<file path="config.mk">
export PLATFORM = sky130hd
export DESIGN_NAME = indexed_list_buffer_unit
export DESIGN_NICKNAME = d
export VERILOG_FILES = /design/src/rtl/ilb_pkg.sv /design/src/rtl/ilb_cell.sv /design/src/rtl/indexed_list_buffer_unit.sv
export SDC_FILE = /design/constraint.sdc
export NUM_CORES = 1
export LEC_CHECK = 0
export ABC_AREA = 1
export BUFFER_PORTS_ARGS = -buffer_cell sky130_fd_sc_hd__buf_4
export CAP_MARGIN = 20
export CORE_UTILIZATION = 43
export DETAILED_ROUTE_END_ITERATION = 8
export PLACE_DENSITY = 0.58
export REMOVE_ABC_BUFFERS = 1
export SLEW_MARGIN = 10
export SYNTH_ARGS = -nofsm -noshare
export SYNTH_HDL_FRONTEND = slang
export SYNTH_HIERARCHICAL = 1
export SYNTH_SLANG_ARGS = --single-unit
</file>
<file path="constraint.sdc">
create_clock -name clk -period 7.3 [get_ports clk]
set_input_delay 0.365 -clock clk [delete_from_list [all_inputs] [get_ports clk]]
set_output_delay 0.365 -clock clk [all_outputs]
set_load 0.02 [all_outputs]
</file>
<file path="src/rtl/ilb_pkg.sv">
`timescale 1ns / 1ps
package ilb_pkg;

  localparam int DEPTH      = 16;
  localparam int DATA_WIDTH = 32;

  // Fixed field widths of the ports
  localparam int REQ_W  = 4;
  localparam int IDX_W  = 5;
  localparam int VAL_W  = 32;
  localparam int STAT_W = 2;

  // Length counts 0 .. DEPTH; positions use the same width
  localparam int LEN_W = $clog2(DEPTH + 1);
  // Width in which a request index and the length are compared
  localparam int CMP_W = (LEN_W > IDX_W) ? LEN_W : IDX_W;

  typedef enum logic [REQ_W-1:0] {
    REQ_PUSH     = 4'd0,
    REQ_POP      = 4'd1,
    REQ_INSERT   = 4'd2,
    REQ_ERASE    = 4'd3,
    REQ_READ     = 4'd4,
    REQ_FRONT    = 4'd5,
    REQ_BACK     = 4'd6,
    REQ_CLEAR    = 4'd7,
    REQ_TRUNCATE = 4'd8
  } req_t;

  typedef enum logic [STAT_W-1:0] {
    ST_OK    = 2'd0,
    ST_RANGE = 2'd1,
    ST_FULL  = 2'd2
  } status_t;

  typedef enum logic [1:0] {
    CELL_HOLD,
    CELL_INSERT,
    CELL_ERASE
  } cell_op_t;

  // Broadcast to every cell of the chain
  typedef struct packed {
    cell_op_t         op;
    logic [LEN_W-1:0] idx;
    logic [LEN_W-1:0] len;
    logic [LEN_W-1:0] rd_pos;
  } ilb_ctrl_t;

endpackage

</file>
<file path="src/rtl/ilb_cell.sv">
`timescale 1ns / 1ps
module ilb_cell (
  input  logic                           clk,
  input  logic [ilb_pkg::LEN_W-1:0]      pos,
  input  ilb_pkg::ilb_ctrl_t             ctrl,
  input  logic [ilb_pkg::DATA_WIDTH-1:0] new_data,
  input  logic [ilb_pkg::DATA_WIDTH-1:0] left_data,
  input  logic [ilb_pkg::DATA_WIDTH-1:0] right_data,
  output logic [ilb_pkg::DATA_WIDTH-1:0] data,
  output logic [ilb_pkg::DATA_WIDTH-1:0] rd_data
);
  import ilb_pkg::*;

  logic [DATA_WIDTH-1:0] data_next;

  always_comb begin
    data_next = data;
    case (ctrl.op)
      CELL_INSERT: begin
        // Take the new element at the slot, move later ones up by one
        if (pos == ctrl.idx) begin
          data_next = new_data;
        end else if (pos > ctrl.idx && pos <= ctrl.len) begin
          data_next = left_data;
        end
      end
      CELL_ERASE: begin
        if (pos >= ctrl.idx) begin
          data_next = right_data;
        end
      end
      default: data_next = data;
    endcase
  end

  always_ff @(posedge clk) begin
    data <= data_next;
  end

  assign rd_data = (pos == ctrl.rd_pos) ? data : '0;

endmodule

</file>
<file path="src/rtl/indexed_list_buffer_unit.sv">
`timescale 1ns / 1ps
// Ordered list store of DEPTH elements held in a chain of cells, one element per
// cell. Every request (push, pop, insert, erase, read, front, back, clear,
// truncate) acts on accept: an insert or erase shifts all later elements by one
// place in the same cycle, each cell taking from its neighbour. A new item is
// accepted every cycle and its result appears in the output register on the next
// cycle; while that result is stalled, input is stalled as well. No clearing
// pass follows reset: cells beyond the length are never read.
module indexed_list_buffer_unit (
  input  logic                        clk,
  input  logic                        rst,
  input  logic                        in_valid,
  output logic                        in_stall,
  input  logic [ilb_pkg::REQ_W-1:0]   req_type,
  input  logic [ilb_pkg::IDX_W-1:0]   index,
  input  logic [ilb_pkg::VAL_W-1:0]   value,
  output logic                        out_valid,
  input  logic                        out_stall,
  output logic [ilb_pkg::VAL_W-1:0]   read_data,
  output logic [ilb_pkg::STAT_W-1:0]  status,
  output logic [ilb_pkg::IDX_W-1:0]   count
);
  import ilb_pkg::*;

  logic [LEN_W-1:0]      length;
  logic [LEN_W-1:0]      length_next;
  logic                  accept;
  logic [CMP_W-1:0]      idx_c;
  logic [CMP_W-1:0]      len_c;
  logic                  full;
  logic                  empty;
  logic                  rd_ok;
  status_t               st;
  ilb_ctrl_t             ctrl;
  logic [DATA_WIDTH-1:0] new_data;
  logic [DATA_WIDTH-1:0] rd_sel;

  logic [DATA_WIDTH-1:0] cell_data [DEPTH];
  logic [DATA_WIDTH-1:0] cell_rd   [DEPTH];

  assign in_stall = out_valid && out_stall;
  assign accept   = in_valid && !in_stall;

  assign idx_c    = CMP_W'(index);
  assign len_c    = CMP_W'(length);
  assign full     = (length == LEN_W'(DEPTH));
  assign empty    = (length == '0);
  assign new_data = DATA_WIDTH'(value);

  always_comb begin
    length_next = length;
    st          = ST_OK;
    rd_ok       = 1'b0;
    ctrl.op     = CELL_HOLD;
    ctrl.idx    = LEN_W'(idx_c);
    ctrl.len    = length;
    ctrl.rd_pos = LEN_W'(idx_c);
    case (req_type)
      REQ_PUSH: begin
        if (full) begin
          st = ST_FULL;
        end else begin
          ctrl.op     = CELL_INSERT;
          ctrl.idx    = length;
          length_next = length + 1'b1;
        end
      end
      REQ_POP: begin
        if (!empty) begin
          length_next = length - 1'b1;
        end
      end
      REQ_INSERT: begin
        // Range check comes before the full check
        if (idx_c > len_c) begin
          st = ST_RANGE;
        end else if (full) begin
          st = ST_FULL;
        end else begin
          ctrl.op     = CELL_INSERT;
          length_next = length + 1'b1;
        end
      end
      REQ_ERASE: begin
        if (idx_c >= len_c) begin
          st = ST_RANGE;
        end else begin
          ctrl.op     = CELL_ERASE;
          length_next = length - 1'b1;
        end
      end
      REQ_READ: begin
        if (idx_c >= len_c) begin
          st = ST_RANGE;
        end else begin
          rd_ok = 1'b1;
        end
      end
      REQ_FRONT: begin
        ctrl.rd_pos = '0;
        if (empty) begin
          st = ST_RANGE;
        end else begin
          rd_ok = 1'b1;
        end
      end
      REQ_BACK: begin
        ctrl.rd_pos = length - 1'b1;
        if (empty) begin
          st = ST_RANGE;
        end else begin
          rd_ok = 1'b1;
        end
      end
      REQ_CLEAR: begin
        length_next = '0;
      end
      REQ_TRUNCATE: begin
        if (idx_c < len_c) begin
          length_next = LEN_W'(idx_c);
        end
      end
      default: begin
        length_next = length;
      end
    endcase
    // Hold the chain unless an item is taken this cycle
    if (!accept) begin
      ctrl.op = CELL_HOLD;
    end
  end

  for (genvar i = 0; i < DEPTH; i++) begin : g_cell
    logic [DATA_WIDTH-1:0] left_d;
    logic [DATA_WIDTH-1:0] right_d;

    if (i == 0) begin : g_first
      assign left_d = '0;
    end else begin : g_mid_l
      assign left_d = cell_data[i-1];
    end
    if (i == DEPTH - 1) begin : g_last
      assign right_d = '0;
    end else begin : g_mid_r
      assign right_d = cell_data[i+1];
    end

    ilb_cell u_cell (
      .clk        (clk),
      .pos        (LEN_W'(i)),
      .ctrl       (ctrl),
      .new_data   (new_data),
      .left_data  (left_d),
      .right_data (right_d),
      .data       (cell_data[i]),
      .rd_data    (cell_rd[i])
    );
  end

  always_comb begin
    rd_sel = '0;
    for (int i = 0; i < DEPTH; i++) begin
      rd_sel = rd_sel | cell_rd[i];
    end
  end

  always_ff @(posedge clk) begin
    if (rst) begin
      length    <= '0;
      out_valid <= 1'b0;
    end else begin
      if (accept) begin
        length    <= length_next;
        out_valid <= 1'b1;
        read_data <= rd_ok ? VAL_W'(rd_sel) : '0;
        status    <= st;
        count     <= IDX_W'(length_next);
      end else if (!out_stall) begin
        out_valid <= 1'b0;
      end
    end
  end

endmodule
</file>
==> results of run 1 <==
==> tightest hold or removal path, delay by kind of cell <==
| kind | cells | cell delay (ns) |
|---|---|---|
| AND/OR/NAND/NOR | 2 | 0.15 |
| buffers and inverters | 1 | 0.10 |
==> synthesized netlist by cell type, drive strengths merged, types with 2 or more instances <==
library cell / instances
nor4: 128
nand2: 1355
conb: 2
xor2: 38
a31oi: 512
o2111ai: 16
o22ai: 5
a41oi: 32
nand4: 4
edfxtp: 551
xnor2: 33
clkinv: 16
o211ai: 2
buf: 213
clkbuf: 48
inv: 807
a21oi: 63
nand3: 31
nor3: 33
o21bai: 16
ha: 168
nor2: 1126
o21ai: 9
dfxtp: 6
==> worst paths after layout <==
check	from	to	slack, ns	cells after the start
hold / removal	index[2]	count[2]	0.12	3
setup / recovery	len_c[1]	g_cell[6].u_cell/data[2]	2.01	15
hold reg to reg	g_cell[0].u_cell/data[10]	g_cell[1].u_cell/data[10]	0.64	2
setup reg to reg	len_c[1]	g_cell[6].u_cell/data[2]	2.01	15
==> metrics by stage <==
stage,hold WS [ns],worst slack [ns],utilization
6_report,0.1154,2.010,0.4817
5_1_grt,0.1144,1.528,0.4817
4_1_cts,0.08116,1.967,0.4812
3_5_place_dp,0.4690,1.942,0.4564
3_3_place_gp,0.4685,2.092,0.4560
2_1_floorplan,0.4341,0.9507,-
==> what timing repair did <==
| item | 4_1_cts | 5_1_grt |
|---|---|---|
| endpoints found under the hold margin | 1 | 0 |
| setup buffers | 0 | 0 |
| gates resized for setup | 0 | 0 |
| hold buffers | 2 | 0 |
==> routing by layer <==
metal,wire [µm],global-route usage
met5,0,0
met4,1789,0.05114
met3,15340,0.05112
met2,47330,0.3500
met1,62410,0.4391
==> power by group <==
group	switching (µW)	internal [µW]
combinational	794	361
clock	1470	2070
sequential	42.0	3560
==> cells in the final DEF (no fill, tap or decap), types with 3 or more instances in the layout <==
master     synthesis  final
nor4_1           128    128
a31oi_1          512    512
buf_4              1    144
buf_12             0      4
dfxtp_1            6      6
nand2_2           25     41
clkinv_1           0     16
o21ai_2            1      4
inv_2             11     11
xor2_1            38     38
nand2_4           18     18
nor2_4            21     23
nor2_1           957    955
edfxtp_1         551    551
nand2_1         1312   1296
conb_1             2    304
clkbuf_1          48     14
a21oi_1           61     45
o21ai_1            2      3
ha_1             168    168
a41oi_2           30     30
xnor2_1           33     33
nor2_2           146    146
o2111ai_4         16     16
clkinv_2          16     27
a21oi_4            0     16
nor3_1            32     32
nand3_1           28     28
o21bai_1          16     16
o22ai_2            0      3
nand4_1            4      4
inv_1            796    796
clkbuf_16          0     72
bufinv_16          0      7
==> registers in the layout (all words and copies together) (netlist names) <==
signal              cells
g_cell.u_cell/data    512
read_data              32
count                   5
len_c                   5
status                  2
out_valid               1
==> logic make-up after synthesis <==
kind of cell / Yosys count
simple gates: 2678
buf+inv: 1084
compound gates: 657
flops: 557
fa+ha+maj: 168
xor+xnor: 71
other cells: 2
==> area by class of cell <==
| cell class | count | area, µm² |
|---|---|---|
| fillers | 9180 | 48300 |
| multi-input cells | 3878 | 20070 |
| flip-flops and latches | 557 | 16670 |
| inverters | 823 | 3109 |
| clock buffers | 86 | 1854 |
| well taps | 1254 | 1569 |
| repair buffers | 151 | 1186 |
| clock inverters | 41 | 432.9 |
| diodes | 1 | 2.502 |
==> results.yml, run 1 <==
cts:
  clkTransAtPathRegs_ns: 0.06
  cts_tree: "yes"
  clk_path_buf_depth: 3
  h-tree-depth: 3
  clk_latency_ns: 0.64
  numCtsBuffers: 70
  cts.sinks: 557
  cts_root_buffer: "clkbuf_16"
synthesis:
  synthFlopType: "edfxtp_1"
  yosysUniqueCellTypes: 43
  postSynthCellCount: 5217
  synth_edf_count: 551
  synth_area_leaders: "edfxtp_1, nand2_1, nor2_1, a31oi_1, inv_1"
  yosys.area.top_type: "edfxtp_1"
  async_flop_share: 0
  synth_area_um2: 40370
  synth_seq_area_share: 0.4128
  muxShareOfSynthArea: 0
  synth_fa_ha_area_frac: 0.05207
  ys_ff_latch: 557
  netlist.area_leader.share: 0.4099
  synthXorXnorAreaFrac: 0.01540
  yosysWarnings: 6
  avgSynthCellArea_um2: 7.738
  synth_compound_area_frac: 0.1160
  yosys.area_share.simple: 0.2786
  synth_top_family_by_area: "simple AND/OR/NAND/NOR gates"
timing:
  slew_violations: 0
  fin_crit_sh: 0.7246
  setup_tns_ns: 0
  min_period_ns: 5.290
  hold_viol: 0
  setup-violations-final: 0
  relSlewSlack: 0.1905
  rsz0062_at_grt: "false"
  tightest_slew_ns: 1.203
  timing.fmax_mhz: 189.0
  fin_worst_skew_ns: 0.03776
power:
  power_density_nw_per_um2: 184.9
  leakagePower_uw: 0.02055
  vdd_drop_max_uv: 132.0
  fin_total_pwr_uw: 8302
floorplan:
  dieArea_um2: 95110
  initial_core_util: 0.4332
  ioPinCount: 86
  core-area_um2: 93190
  fp.dieH_um: 308.4
  die_x_um: 308.4
  placementRows: 112
drt:
  dr.pass1.iters: 7
  drt_iter0_drc: 4926
  vias_per_cell: 5.152
  routed_wl_um: 126900
  vias: 34985
  routedWlPerCell_um: 18.68
  post-route-drc-count: 0
  ant_nets: 0
final_layout:
  area_growth_pct: 11.20
  instances_no_fill: 6791
  nets: 5694
  design_area_um2: 44890
  drive_gt1_frac: 0.1046
placement:
  dp_hpwl_um: 98280
  place_area_um2: 42540
  place_congestion: 0.9082
  place_inst: 6658
  numPortBuffers: 85
critical_path:
  crit_path_end_kind: "flop"
  crit_fanout: 34
  path_class: "reg2reg"
  critPathLaunchType: "flop"
  slowest_delay_ns: 0.82
  cp_top_family: "compound AO/OA/AOI/OAI gates"
  crit_arrival_ns: 5.53
  worstPathCellList: "inv_1, ha_1, nand2_4, inv_2, nand2_2, nand2_1, o21ai_2, inv_1, ha_1, nand2_1, nor2_4, nand2_4, clkinv_2, nor3_1, a21oi_4"
  required_ns: 7.54
  crit_slowest_cell: "a21oi_4"
  critPathBufInv: 4
global_routing:
  grt-ovfl-total: 0
  grt_pass1_vias: 31201
  grt_pass1_wl_um: 194000
  grt_max_degree: 66
  antenna_found_initial: 3
  grt_use_total: 0.2667
run_status:
  status: "completed"
job:
  maxCapViolations: 0
min_path:
  hold_path.class: "in2reg"
No activity file was read; power rests on OpenSTA's default activity.
==> run 2, diff against run 1 <==
clock period = 5.13 ns   (was 7.3 ns; I/O delays follow)
==> run 2 against run 1 <==
Effect of this change:
- fmax increased by 24%
- combinational power up 44%
- sequential share of layout area fell by 0.21 points
- wire length increased by 1.1%
- register-to-register slack lost 1.2 ns
- worst hold slack got worse by 0.044 ns
- largest cell class unchanged
==> results.yml, run 2 (same netlist as run 1, synthesis figures left out) <==
floorplan:
  placementRows: 112
  dieArea_um2: 95110
  die_x_um: 308.4
  initial_core_util: 0.4332
  core-area_um2: 93190
  fp.dieH_um: 308.4
  ioPinCount: 86
final_layout:
  area_growth_pct: 11.83
  final_util: 0.4845
  final_cell_mix: "nand2_1, nor2_1, inv_1"
  largest_reg_flops: 512
  layout_commonest_cell: "nand2_1"
  drive_gt1_frac: 0.1125
  regMostFlops: "g_cell.u_cell/data"
  nFillCells: 9249
  nets: 5746
  reg.largest.list: "g_cell.u_cell/data: 512 flops, read_data: 32 flops"
power:
  power_density_nw_per_um2: 254.3
  vdd_drop_max_uv: 182.6
  leakagePower_uw: 0.02075
drt:
  routedWlPerCell_um: 18.75
  ant_nets: 0
  vias_per_cell: 5.166
  post-route-drc-count: 0
  routed_wl_um: 128200
  vias: 35333
  dr.pass1.iters: 8
  drt_iter0_drc: 4278
cts:
  numCtsBuffers: 69
  cts_root_buffer: "clkbuf_16"
  cts.sinks: 557
  h-tree-depth: 3
  clk_path_buf_depth: 3
  postCtsHoldBufs: 3
  cts_setup_buffers: 0
  clk_latency_ns: 0.63
  cts_tree: "yes"
  cts_resized: 0
  clkTransAtPathRegs_ns: 0.06
critical_path:
  crit_path_end_kind: "flop"
  crit_arrival_ns: 4.59
  critPathLaunchType: "flop"
  required_ns: 5.44
  path_class: "reg2reg"
  crit_fanout: 32
global_routing:
  grt_pass1_vias: 31426
  antenna_found_initial: 3
  grt_pass1_wl_um: 197000
  grt_use_total: 0.2679
  grt-ovfl-total: 0
  grt_max_degree: 65
placement:
  numPortBuffers: 85
  dp_hpwl_um: 96600
  place_congestion: 0.8883
  dp_slack_ns: 1.057
timing:
  fin_worst_skew_ns: 0.02358
  min_period_ns: 4.280
  slew_violations: 0
  setup-violations-final: 0
  relSlewSlack: 0.2536
  hold_viol: 0
  hold_ws_ns: 0.07176
  tightest_slew_ns: 1.120
  timing.fmax_mhz: 233.6
  setup_ws_ns: 0.8497
  rsz0062_at_grt: "false"
  fin_crit_sh: 0.8344
min_path:
  hold_path.class: "in2reg"
job:
  maxCapViolations: 0
run_status:
  status: "completed"
run 2: final timing paths:
kind	from	to	slack, ns	cells after the start
setup / recovery	len_c[0]	read_data[22]	0.85	8
setup reg to reg	len_c[0]	read_data[22]	0.85	8
hold reg to reg	g_cell[15].u_cell/data[5]	g_cell[14].u_cell/data[5]	0.65	2
hold / removal	index[4]	count[4]	0.07	5
run 2: critical path, stage by stage, from the launching register on:
cell	delay, ns
dfxtp_1	0.33
inv_1	0.13
ha_1	0.36
o21ai_2	0.61
nor2_1	0.18
o2111ai_4	0.90
nor2_1	0.22
nor4_1	0.99
a41oi_2	0.23
run 2: report_power, final:
group          switching [µW]  total (µW)  internal (µW)
sequential               58.1        5130           5070
combinational            1130        1660            540
clock                    2060        4690           2630
run 2: metal layers:
| metal | vias up | global-route usage | part of all wire |
|---|---|---|---|
| met5 | - | 0 | 0 |
| met3 | 116 | 0.04370 | 0.11 |
| met2 | 1672 | 0.3566 | 0.38 |
| li1 | 17346 | - | - |
| met4 | 0 | 0.05207 | 0.014 |
| met1 | 16199 | 0.4414 | 0.50 |
run 2: cell type report:
cell class                 instances  area (µm²)  area share
clock inverter                    36       257.7    0.005709
multi-input combinational       3878       20060      0.4443
clock buffer                      83        1822     0.04035
sequential                       557       16670      0.3692
timing repair buffer             204        1652     0.03658
antenna                            4       10.01   0.0002217
tap                             1254        1569     0.03475
inverter                         823        3109     0.06887
run 2: per-stage QoR:
| step | setup TNS [ns] | cell area [µm²] | std cells | total power [µW] |
|---|---|---|---|---|
| 2_1_floorplan | -624.26 | 39570 | 5258 | 6275 |
| 3_3_place_gp | 0 | 42910 | 6707 | 6822 |
| 3_5_place_dp | 0 | 42970 | 6710 | 6851 |
| 4_1_cts | 0 | 45080 | 6832 | 11530 |
| 5_1_grt | 0 | 45140 | 6838 | 11920 |
| 6_report | 0 | 45150 | 6839 | 11480 |
